### config.mk
export PLATFORM = sky130hd
export DESIGN_NAME = bksmf_ctrl
export DESIGN_NICKNAME = d
export VERILOG_FILES = /design/src/rtl/core/bksmf_pkg.sv /design/src/rtl/core/bksmf_ctrl.sv
export SDC_FILE = /design/constraint.sdc
export NUM_CORES = 1
export LEC_CHECK = 0
export ABC_CLOCK_PERIOD_IN_PS = 3200
export BUFFER_PORTS_ARGS = -buffer_cell sky130_fd_sc_hd__buf_2
export CORE_AREA = 2 2 39 41
export CTS_BUF_LIST = sky130_fd_sc_hd__clkbuf_2 sky130_fd_sc_hd__clkbuf_4 sky130_fd_sc_hd__clkbuf_8
export CTS_CLUSTER_SIZE = 40
export DETAILED_ROUTE_END_ITERATION = 16
export DIE_AREA = 0 0 41 43
export PLACE_DENSITY = 0.86
export SLEW_MARGIN = 10
export SYNTH_ARGS = -nofsm -noshare
export SYNTH_HDL_FRONTEND = slang
export SYNTH_SLANG_ARGS = --single-unit
### constraint.sdc
create_clock -name clk -period 3.2 [get_ports clk]
set_clock_uncertainty 0.05 [all_clocks]
set_input_delay 0 -clock clk [delete_from_list [all_inputs] [get_ports clk]]
set_output_delay 0 -clock clk [all_outputs]
set_load 0.02 [all_outputs]
### src/rtl/core/bksmf_pkg.sv
// shared types, codes and helpers for the bottom-k sketch multiplicity filter
// no dependencies
package bksmf_pkg;

  localparam int SKETCH_DEPTH  = 1024;
  localparam int PENDING_DEPTH = 256;
  localparam int KIW = $clog2(SKETCH_DEPTH);
  localparam int PIW = $clog2(PENDING_DEPTH);

  typedef enum logic [1:0] {
    OP_INSERT = 2'd0,
    OP_CLEAR  = 2'd1,
    OP_READ   = 2'd2
  } op_t;

  typedef enum logic [2:0] {
    ST_IGNORED = 3'd0,
    ST_NEW     = 3'd1,
    ST_RAISED  = 3'd2,
    ST_PENDING = 3'd3,
    ST_DROPPED = 3'd4,
    ST_DONE    = 3'd5
  } status_t;

  typedef enum logic [1:0] {
    CFG_SKETCH_SIZE = 2'd0,
    CFG_MIN_MULT    = 2'd1,
    CFG_HASH_IS_64  = 2'd2
  } cfg_idx_t;

  typedef enum logic [3:0] {
    CMD_NONE,
    CMD_LOAD,
    CMD_CLR,
    CMD_RD,
    CMD_KSCAN,
    CMD_DECIDE_K,
    CMD_PSCAN,
    CMD_DECIDE_P,
    CMD_EVICT,
    CMD_PDROP,
    CMD_APPLY
  } cmd_t;

  typedef struct packed {
    logic       k_last;
    logic       p_last;
    logic       accept;
    logic       direct;
    logic       ev_need;
    logic [1:0] op;
  } stat_t;

  typedef struct packed {
    logic        v;
    logic [63:0] h;
    logic [15:0] c;
  } kword_t;

  typedef struct packed {
    logic        v;
    logic [63:0] h;
    logic [7:0]  c;
  } pword_t;

  function automatic logic [63:0] key_of(input logic [63:0] h, input logic m64);
    key_of = m64 ? h : {32'd0, h[31:0]};
  endfunction

endpackage

### src/rtl/core/bksmf_ctrl.sv
// sequencer for the sketch filter: issues datapath commands per operation
// depends on bksmf_pkg
module bksmf_ctrl import bksmf_pkg::*; (
  input  logic  clk,
  input  logic  rst,
  input  logic  in_valid,
  output logic  in_stall,
  output logic  res_valid,
  input  logic  res_stall,
  input  stat_t stat,
  output cmd_t  cmd
);

  typedef enum logic [4:0] {
    S_INIT, S_IDLE, S_DISP, S_CLR, S_RD, S_RWAIT, S_KSCAN, S_KWAIT, S_KDEC,
    S_PSCAN, S_PWAIT, S_PDEC, S_EVCHK, S_PDROP, S_PDWAIT, S_APPLY, S_OUT
  } state_t;

  state_t state, state_next;

  always_comb begin
    state_next = state;
    cmd = CMD_NONE;
    case (state)
      S_INIT: begin
        cmd = CMD_CLR;
        if (stat.k_last) state_next = S_IDLE;
      end
      S_IDLE: begin
        if (in_valid) begin
          cmd = CMD_LOAD;
          state_next = S_DISP;
        end
      end
      S_DISP: begin
        case (stat.op)
          OP_INSERT: state_next = S_KSCAN;
          OP_CLEAR:  state_next = S_CLR;
          OP_READ:   state_next = S_RD;
          default:   state_next = S_OUT;
        endcase
      end
      S_CLR: begin
        cmd = CMD_CLR;
        if (stat.k_last) state_next = S_OUT;
      end
      S_RD: begin
        cmd = CMD_RD;
        state_next = S_RWAIT;
      end
      S_RWAIT: state_next = S_OUT;
      S_KSCAN: begin
        cmd = CMD_KSCAN;
        if (stat.k_last) state_next = S_KWAIT;
      end
      S_KWAIT: state_next = S_KDEC;
      S_KDEC: begin
        cmd = CMD_DECIDE_K;
        if (!stat.accept) state_next = S_OUT;
        else if (stat.direct) state_next = S_EVCHK;
        else state_next = S_PSCAN;
      end
      S_PSCAN: begin
        cmd = CMD_PSCAN;
        if (stat.p_last) state_next = S_PWAIT;
      end
      S_PWAIT: state_next = S_PDEC;
      S_PDEC: begin
        cmd = CMD_DECIDE_P;
        state_next = S_EVCHK;
      end
      S_EVCHK: begin
        if (stat.ev_need) begin
          cmd = CMD_EVICT;
          state_next = S_PDROP;
        end else begin
          cmd = CMD_APPLY;
          state_next = S_OUT;
        end
      end
      S_PDROP: begin
        cmd = CMD_PDROP;
        if (stat.p_last) state_next = S_PDWAIT;
      end
      S_PDWAIT: state_next = S_APPLY;
      S_APPLY: begin
        cmd = CMD_APPLY;
        state_next = S_OUT;
      end
      S_OUT: begin
        if (!res_stall) state_next = S_IDLE;
      end
      default: state_next = S_IDLE;
    endcase
  end

  assign in_stall  = (state != S_IDLE);
  assign res_valid = (state == S_OUT);

  always_ff @(posedge clk) begin
    if (rst) begin
      state <= S_INIT;
    end else begin
      state <= state_next;
    end
  end

endmodule

==> Yosys cells after proc, flatten, opt, wreduce, memory -nomap -nowiden <==
Cells that the tools add are included.
{ "classes": {"eq_ne": 26, "muxes": 15, "reduce_logical": 5} }
{ "op_table": {"columns": ["cell", "n"], "rows": [
  ["$pmux W5 S16", 1],
  ["$mux W5", 9],
  ["$eq A5 B4 Y1 const B", 8],
  ["$pmux W4 S10", 1],
  ["$eq A5 B3 Y1 const B", 4],
  ["$pmux W5 S3", 1],
  ["$ne A2 B2 Y1 const B", 7],
  ["$eq A5 B2 Y1 const B", 2],
  ["$reduce_and A7 Y1", 1],
  ["$eq A5 B1 Y1 const B", 1],
  ["$eq A5 B5 Y1 const B", 1],
  ["$logic_not A5 Y1", 1],
  ["$ne A5 B1 Y1 const B", 1],
  ["$reduce_or A2 Y1", 2],
  ["$mux W3", 1],
  ["$eq A2 B1 Y1 const B", 1],
  ["$eq A2 B2 Y1 const B", 1],
  ["$logic_not A2 Y1", 1],
  ["$mux W2", 1],
  ["$mux W1", 1]
]} }
{ "totals": {"ff_bits": 5, "in_bits": 11, "output_inout_bits": 6, "word_cells": 47} }

==> Longest topological paths before layout <==
Gate-level depths: netlist of run 1.
{ "depth": {"depth_word": 3, "mapped_depth": 6, "ltp_nobuf": 4} }

==> Worst setup path before layout of run 1 <==
OpenSTA, ideal clock, no wires.
{ "synth_path": {"path_kind": "register -> output", "startpoint": "register state[2]", "endpoint": "output cmd[0]", "t_arrival_ns": 1.464, "required_ns": 3.150, "path_slack_ns": 1.686, "stages_incl_launch_ff": 6, "n_path_buf": 1, "path_cell_list": "dfxtp_1 buf_4 xor2_1 nor2_1 a311o_1 a21oi_1"} }
{ "synth_between": {"elab_chain_cells": 3, "word_cells_on_any_way": 13, "cone_classes": "eq/ne (10); mux (1); reduce/logical (2)"} }
{ "synth_rtl": {"columns": ["item", "line_no", "text"], "rows": [
  ["from (decl)", "bksmf_ctrl.sv:19", "state_t state, state_next;"],
  ["from (signal assigned)", "bksmf_ctrl.sv:104", "state <= state_next;"],
  ["$eq A5 B2 Y1 / $logic_not A5 Y1 (equally long branches)", "bksmf_ctrl.sv:24", "case (state)"],
  ["$reduce_or A2 Y1 (no line)", null, null],
  ["$pmux W4 S10 (*)", "bksmf_ctrl.sv:24", null],
  ["to (decl)", "bksmf_ctrl.sv:11", "output cmd_t cmd"]
]} }
Mark *: on every way between the ends. The rest lies on a longest branch, timed or not.

==> Worst setup path in the final report of run 1 <==
{ "layout_path": {"startpoint": "register state[2]", "endpoint": "register state[0]"} }
{ "layout_between": {"elab_chain_cells": 3, "word_cells_on_any_way": 27, "cone_classes": "eq/ne (23); mux (1); reduce/logical (3)"} }
{ "layout_rtl": {"columns": ["item", "line_no"], "rows": [
  ["$eq A5 B4 Y1 (tied with other cells)", "bksmf_ctrl.sv:24"],
  ["$reduce_or A2 Y1 (no line) / $ne A2 B2 Y1 (equally long branches)", null],
  ["$pmux W5 S16 / $reduce_and A7 Y1 (equally long branches)", null]
]} }
Several ways; a longest one is shown, not always the timed one.
A chain may end at the register's enable or synchronous reset.

==> run metrics, run 1 <==
Initial DRC Count=22; Slew headroom=55.6%; setup_tns=0 ns; Setup WS post-layout=1.23 ns; HP Start=stat[6]; Avg Inst Size Synth=7.04 sq um; M2 GR Usage=31.3%; area grow syn2layout=15.4%; GPL Wtd Cong=0.850; top_reg_cell synth=dfxtp_1; CTS Hold Bufs=2; final core utilization=56.3%; H-tree level count=1; Yosys cell types=42; setup repair after global routing missed its margin=no; sequential area share after synthesis=14.8%; initial antenna violation count=0; yosys warns=0; max-cap viol count=0; mapped cell area=676 sq um; layout cells sized above 1=23.9%; most frequent cells in the layout=buf_2, nor2_1, nor3_1; CP Capture Type=flop; Routed Antenna Nets=0; post-CTS setup buffers=0; static leakage=0.309 nW; largest net degree at the start of global routing=22; biggest regs=state (5); TritonCTS clock tree=done; CTS Buffer Depth=2; gr busiest metal=met2; period utilization=61.5%; Crit. Startpoint=state[2]; Starting Density=48.8%; # setup viols final=0; Mapped Cells=96; Top reg by flops=state; met1 Use GR=31.0%; post-layout net count=121; vias per cell=6.18; Pins Over Slew Limit=0; Hold Fails Final Rpt=0; VDD IR max=201 uV; hold crit path type=input pin to flop; met3 Usage GRT=3.66%; Max Clk Rate=0.508 GHz; TritonCTS Buffers=3; critical path class=flop to flop; WP data arrival=2.05 ns; crit start category=flop; IO Port Bufs=16; DIE AREA=0.00176 sq mm; Row Count=14; final WL=1660 um; status=finished, final reports clean; clk slew on worst S/H paths=0.05 ns; GR Overflow Total=0; Core ar.=0.00138 sq mm; Clock Sinks=5; dpl ws=1.26 ns; via count=772; Largest register FFs=5; Chip Width=41 um; first-pass GRT wire length=2710 um; fill cell count=143; gr usage total=22.1%; Post-synth EDFFs=0; routed length per instance=13.3 um; commonest non-fill, non-tap cell in the layout=buf_2; hpwl dp=1180 um; I/O pins=17; die extent in y=43 um; fin crit period=1.97 ns; Seq cells post-synth=5; number of global-route vias before repair=667; Pwr Total=238 uW; Required @ worst endpoint=3.28 ns; Synth async-reset ratio=0%; PwrDens=305 mW/mm^2; critical path peak fanout=17; Root Driver=clkbuf_4; clk_lat worst skew=0.24 ns; DRC=0; drt first pass iters=4; Slew @ Worst Pin=0.664 ns; r2r startpoint=state[2]; Inserted Diodes=0; # resized after CTS=0; syn_nets=107
final cells by class:
type                       count  area (sq um)  share of cell area, %
multi-input combinational     77           510                   65.5
sequential                     5           100                   12.8
timing repair buffer          18           100                   12.8
clock buffer                   4          30.0                   3.85
tap                           16          20.0                   2.57
inverter                       5          18.8                   2.41
metrics by stage:
step | cell area [sq um] | std cells | hold WS (ns)
floorplan | 676 | 96 | 0.0191
global placement | 729 | 119 | 0.159
detailed placement | 729 | 119 | 0.164
CTS | 779 | 125 | 0.0507
global route | 779 | 125 | 0.100
finish | 779 | 125 | 0.0525
per-layer routing:
layer,vias to the layer above,routed length [um]
li1,382,-
met3,2,82
met4,0,9
met2,29,750
met5,-,0
met1,359,819
cells in the mapped netlist (2+ instances only):
library cell | n | area [sq um]
a21o_1 | 2 | 15.0
a21oi_1 | 5 | 25.0
and3b_1 | 2 | 17.5
buf_2 | 7 | 35.0
dfxtp_1 | 5 | 100
inv_1 | 4 | 15.0
nand2_1 | 7 | 26.3
nand2b_1 | 3 | 18.8
nand3_1 | 3 | 15.0
nand4_1 | 3 | 18.8
nor2_1 | 9 | 33.8
nor2b_1 | 5 | 31.3
nor3_1 | 8 | 40.0
o21ai_0 | 2 | 10.0
o21ai_1 | 3 | 15.0
xor2_1 | 2 | 17.5
worst paths after layout:
check | to | slack (ns) | cells past startpoint
setup / recovery | state[0] | 1.23 | 4
hold / removal | state[1] | 0.05 | 4
setup reg to reg | state[0] | 1.23 | 4
hold reg to reg | state[1] | 0.70 | 1
critical path: stages (launching register included):
cell and delay [ns]:
dfxtp_1 0.70, nor2_1 0.25, a311oi_2 0.39, nand2_1 0.12
o311a_1 0.35
power breakdown:
part	total [mW]	internal (mW)	switching [mW]
clock network	0.0813	0.0556	0.0257
registers	0.0813	0.0656	0.0157
logic	0.0752	0.0370	0.0382
cell families (layout without fill, tap and decap cells):
kind of cell    after synthesis  after routing  synth area share (%)
mux                           1              1                  1.48
xor+xnor                      2              2                  2.59
buf+inv                      14             27                  9.63
flops                         5              5                  14.8
simple gates                 49             49                  42.6
compound gates               25             25                  28.9
Power figures use the tool's default switching activity.
==> run 2: changes to the inputs <==
--- a/config.mk
+++ b/config.mk
@@ -5,7 +5,7 @@
 export SDC_FILE = /design/constraint.sdc
 export NUM_CORES = 1
 export LEC_CHECK = 0
-export ABC_CLOCK_PERIOD_IN_PS = 3200
+export ABC_CLOCK_PERIOD_IN_PS = 1950
 export BUFFER_PORTS_ARGS = -buffer_cell sky130_fd_sc_hd__buf_2
 export CORE_AREA = 2 2 39 41
 export CTS_BUF_LIST = sky130_fd_sc_hd__clkbuf_2 sky130_fd_sc_hd__clkbuf_4 sky130_fd_sc_hd__clkbuf_8
==> constraint.sdc (replaced) <==
create_clock -name clk -period 1.95 [get_ports clk]
set_clock_uncertainty 0.05 [all_clocks]
set_input_delay 0 -clock clk [delete_from_list [all_inputs] [get_ports clk]]
set_output_delay 0 -clock clk [all_outputs]
set_load 0.02 [all_outputs]
==> run metrics, run 2 (synthesis gave the netlist of run 1 again) <==
status=finished, final reports clean; Hold Fails Final Rpt=0; critical path peak fanout=9; commonest non-fill, non-tap cell in the layout=buf_2; Worst setup endpoint=cmd[0]; Top reg by flops=state; routed length per instance=13.2 um; largest net degree at the start of global routing=16; gr usage total=21.6%; clk_lat worst skew=0.25 ns; sw power=138 uW; GR Overflow Total=0; die extent in y=43 um; max-cap viol count=0; DIE AREA=0.00176 sq mm; setup_tns=0 ns; Starting Density=48.8%; Clock Sinks=5; CP Capture Type=primary output; vias per cell=5.96; clk slew on worst S/H paths=0.05 ns; crit start category=flop; fill cell count=138; Setup WS post-layout=0.160 ns; reg2reg end=state[0]; Largest register FFs=5; sw frac=34.2%; Row Count=14; multi-input logic area=510 sq um; GPL Wtd Cong=0.856; layout cells sized above 1=28.9%; dpl ws=0.257 ns; Crit. Startpoint=state[2]; clock network fraction of total power=34.5%; Pins Over Slew Limit=0; Root Driver=clkbuf_4; internal power=266 uW; TritonCTS Buffers=3; number of global-route vias before repair=636; post-CTS setup buffers=0; hpwl dp=1300 um; area grow syn2layout=21.3%; I/O pins=17; first-pass GRT wire length=2640 um; Comb pwr share=35.0%; WP data arrival=1.74 ns; final instance area=820 sq um; TritonCTS clock tree=done; Sequential cell area=103 sq um; initial antenna violation count=0; static leakage=0.337 nW; IO Port Bufs=16; hold crit path type=input pin to flop; Routed Antenna Nets=0; Max Clk Rate=0.559 GHz; Min Hold Slack=0.0476 ns; via count=775; post-layout net count=126; biggest regs=state (5); CTS Buffer Depth=2; Chip Width=41 um; r2r startpoint=state[1]; DP Area=767 sq um; drt first pass iters=4; H-tree level count=1; critical path class=flop to primary output; Initial DRC Count=28; DRC=0; # setup viols final=0; Required @ worst endpoint=1.90 ns; VDD IR max=293 uV; fin crit period=1.79 ns; Slew headroom=64.5%; Slew @ Worst Pin=0.531 ns; FF-to-FF path depth=4; PwrDens=493 mW/mm^2; setup repair after global routing missed its margin=no; period utilization=91.8%; Core ar.=0.00138 sq mm; most frequent cells in the layout=buf_2, nor2_1, nor3_1; Inserted Diodes=0; Sequential Power Share=30.6%; flop2flop setup slack=0.21 ns; final WL=1720 um
==> run 2: cell types whose count changed in the layout (fill, tap and decap cells not counted), sizes merged <==
cell	before	now
buf	16	21
==> run 2: how the worst min path moves through the flow <==
stage          endpoint  cells after the start     from
2_1_floorplan  state[3]                      1      rst
3_3_place_gp   state[3]                      2      rst
3_5_place_dp   state[3]                      2      rst
4_1_cts        state[1]                      4  stat[6]
5_1_grt        state[1]                      4  stat[6]
6_report       state[1]                      4  stat[6]
==> run 2: stage by stage <==
stage	std cells	util, %	total power, mW
finish	130	59.2	0.404
global route	130	59.2	0.429
CTS	130	59.0	0.408
detailed placement	124	55.4	0.262
global placement	124	55.4	0.258
floorplan	96	-	0.221
==> run 2: cell type report <==
cell class | count | share of cell area (%)
multi-input combinational | 77 | 62.3
timing repair buffer | 23 | 16.8
sequential | 5 | 12.5
clock buffer | 4 | 3.66
tap | 16 | 2.44
inverter | 5 | 2.29
==> run 2: per-layer routing <==
layer	part of all wire, %	GRT usage [%]
met5	0	0
met4	1.1	10.0
met3	5.2	3.14
met2	45	31.9
met1	48	29.8
==> run 2: power by group through the flow <==
stage | clock (mW) | sequential [mW] | combinational, mW
6_report | 0.139 | 0.123 | 0.141
5_1_grt | 0.153 | 0.125 | 0.152
4_1_cts | 0.145 | 0.123 | 0.140
3_5_place_dp | 0 | 0.125 | 0.137
3_3_place_gp | 0 | 0.124 | 0.134
2_1_floorplan | 0 | 0.112 | 0.110
==> run 2: critical path: stages, from the launching register on <==
cell,delay (ns)
dfxtp_2,0.42
buf_4,0.20
xor2_1,0.20
nor2_1,0.06
a311o_1,0.31
a21oi_1,0.13
buf_2,0.18
==> run 2: timing repair <==
| action | 4_1_cts | 5_1_grt |
|---|---|---|
| resized for setup | 0 | 2 |
| hold buffers | 2 | 0 |
| endpoints found under the setup margin | 0 | 1 |
| endpoints found under the hold margin | 3 | 0 |
==> run 3: changes to the inputs <==
==> constraint.sdc (replaced) <==
create_clock -name clk -period 1.95 [get_ports clk]
set_clock_uncertainty 0.05 [all_clocks]
set_input_delay 0.195 -clock clk [delete_from_list [all_inputs] [get_ports clk]]
set_output_delay 0.195 -clock clk [all_outputs]
set_load 0.02 [all_outputs]
==> run metrics, run 3 (synthesis gave the netlist of run 1 again) <==
TritonCTS Buffers=3; IO Port Bufs=16; DIE AREA=0.00176 sq mm; biggest regs=state (5); Hold Fails Final Rpt=0; post-layout net count=124; WP data arrival=1.63 ns; VDD IR max=322 uV; gr usage total=22.4%; Starting Density=48.8%; post-CTS setup buffers=0; GR Overflow Total=0; GPL Wtd Cong=0.902; Routed Antenna Nets=0; Setup WS post-layout=0.0778 ns; setup_tns=0 ns; Required @ worst endpoint=1.70 ns; commonest non-fill, non-tap cell in the layout=buf_2; sw frac=33.0%; dpl ws=0.148 ns; number of global-route vias before repair=683; CTS Buffer Depth=2; flop2flop setup slack=0.31 ns; fin crit period=1.87 ns; Min Hold Slack=0.123 ns; H-tree level count=1; Largest register FFs=5; most frequent cells in the layout=buf_2, nor2_1, nor3_1; Sequential Power Share=33.2%; status=finished, final reports clean; hpwl dp=1320 um; FF-to-FF path depth=4; via count=791; vias per cell=6.18; TritonCTS clock tree=done; initial antenna violation count=0; max-cap viol count=0; Hold Path End=state[3]; HP Start=rst; I/O pins=17; period utilization=96.0%; Top reg by flops=state; # setup viols final=0; Max Clk Rate=0.534 GHz; Pins Over Slew Limit=0; clk_lat worst skew=0.23 ns; hold crit path type=input pin to flop; first-pass GRT wire length=2850 um; Clock Sinks=5; routed length per instance=13.8 um; WP buf/inv=1; Comb pwr share=34.9%; CP Capture Type=primary output; Chip Width=41 um; setup repair after global routing missed its margin=no; reg2reg end=state[0]; crit-path cells=nor2_1, nand2_1, a311o_1, a21oi_1, buf_2; Inserted Diodes=0; r2r startpoint=state[0]; drt first pass iters=4; die extent in y=43 um; max incr delay on CP=0.39 ns; clock network fraction of total power=31.9%; clk slew on worst S/H paths=0.04 ns; Slew headroom=67.0%; crit start category=flop; area grow syn2layout=19.1%; Core ar.=0.00138 sq mm; PwrDens=487 mW/mm^2; static leakage=0.329 nW; DRC=0; Crit. Startpoint=state[2]; critical path peak fanout=14; Root Driver=clkbuf_4; slowest CP cell=dfxtp_4; Slew @ Worst Pin=0.494 ns; final WL=1770 um; sw power=129 uW; Row Count=14; Min-Delay Path Depth=2; CP delay by family, top=compound AO/OA/AOI/OAI gates; largest net degree at the start of global routing=19; Initial DRC Count=38; critical path class=flop to primary output; layout cells sized above 1=31.3%; internal power=263 uW
## run 3: changes by cell type in the layout (fill, tap and decap cells not counted)
cell,previous run,this run
dfxtp_2,2,3
dlygate4sd3_1,2,0
dfxtp_1,3,1
dfxtp_4,0,1
## run 3: power groups by stage
stage | sequential [mW] | combinational [mW] | clock (mW)
detailed placement | 0.131 | 0.134 | 0
CTS | 0.130 | 0.134 | 0.130
global route | 0.132 | 0.148 | 0.139
global placement | 0.130 | 0.129 | 0
finish | 0.130 | 0.137 | 0.125
floorplan | 0.112 | 0.110 | 0
## run 3: metrics by stage
stage,instances,cell area (sq um),util [%],power (mW)
6_report,128,805,58.1,0.392
3_3_place_gp,124,767,55.4,0.259
5_1_grt,128,805,58.1,0.419
4_1_cts,128,800,57.8,0.395
3_5_place_dp,124,767,55.4,0.265
2_1_floorplan,96,676,-,0.221
## run 3: layout make-up
class,count,area [sq um]
clock buffer,4,30.0
sequential,5,108
timing repair buffer,21,118
tap,16,20.0
multi-input combinational,77,510
inverter,5,18.8
fill,136,579
## run 3: what timing repair did
action | in CTS | in global routing
gates resized for setup | 2 | 3
endpoints found under the setup margin | 2 | 4
pin swaps | 0 | 0
hold buffers | 0 | 0
## run 3: worst max path at each step
stage / slack [ns] / endpoint / cells past startpoint
after detailed placement: 0.15 / cmd[0] / 5
final: 0.08 / cmd[0] / 5
after CTS: 0.01 / cmd[2] / 5
after global routing: 0.01 / cmd[0] / 5
after global placement: 0.20 / state[0] / 4
after floorplan: 0.24 / cmd[0] / 5
## run 3: per-layer routing
layer  part of all wire [%]  vias up  global-route usage (%)
li1                       -      385                       -
met1                     44      364                    31.1
met2                     47       38                    32.2
met3                    7.7        4                    4.71
met4                    1.4        0                    10.0
met5                      0        -                       0
## run 3: worst register-to-register path, stage by stage (launching register included)
cell      delay, ns
dfxtp_2        0.51
and4bb_2       0.29
o31ai_4        0.21
nand2_1        0.11
o311a_1        0.36
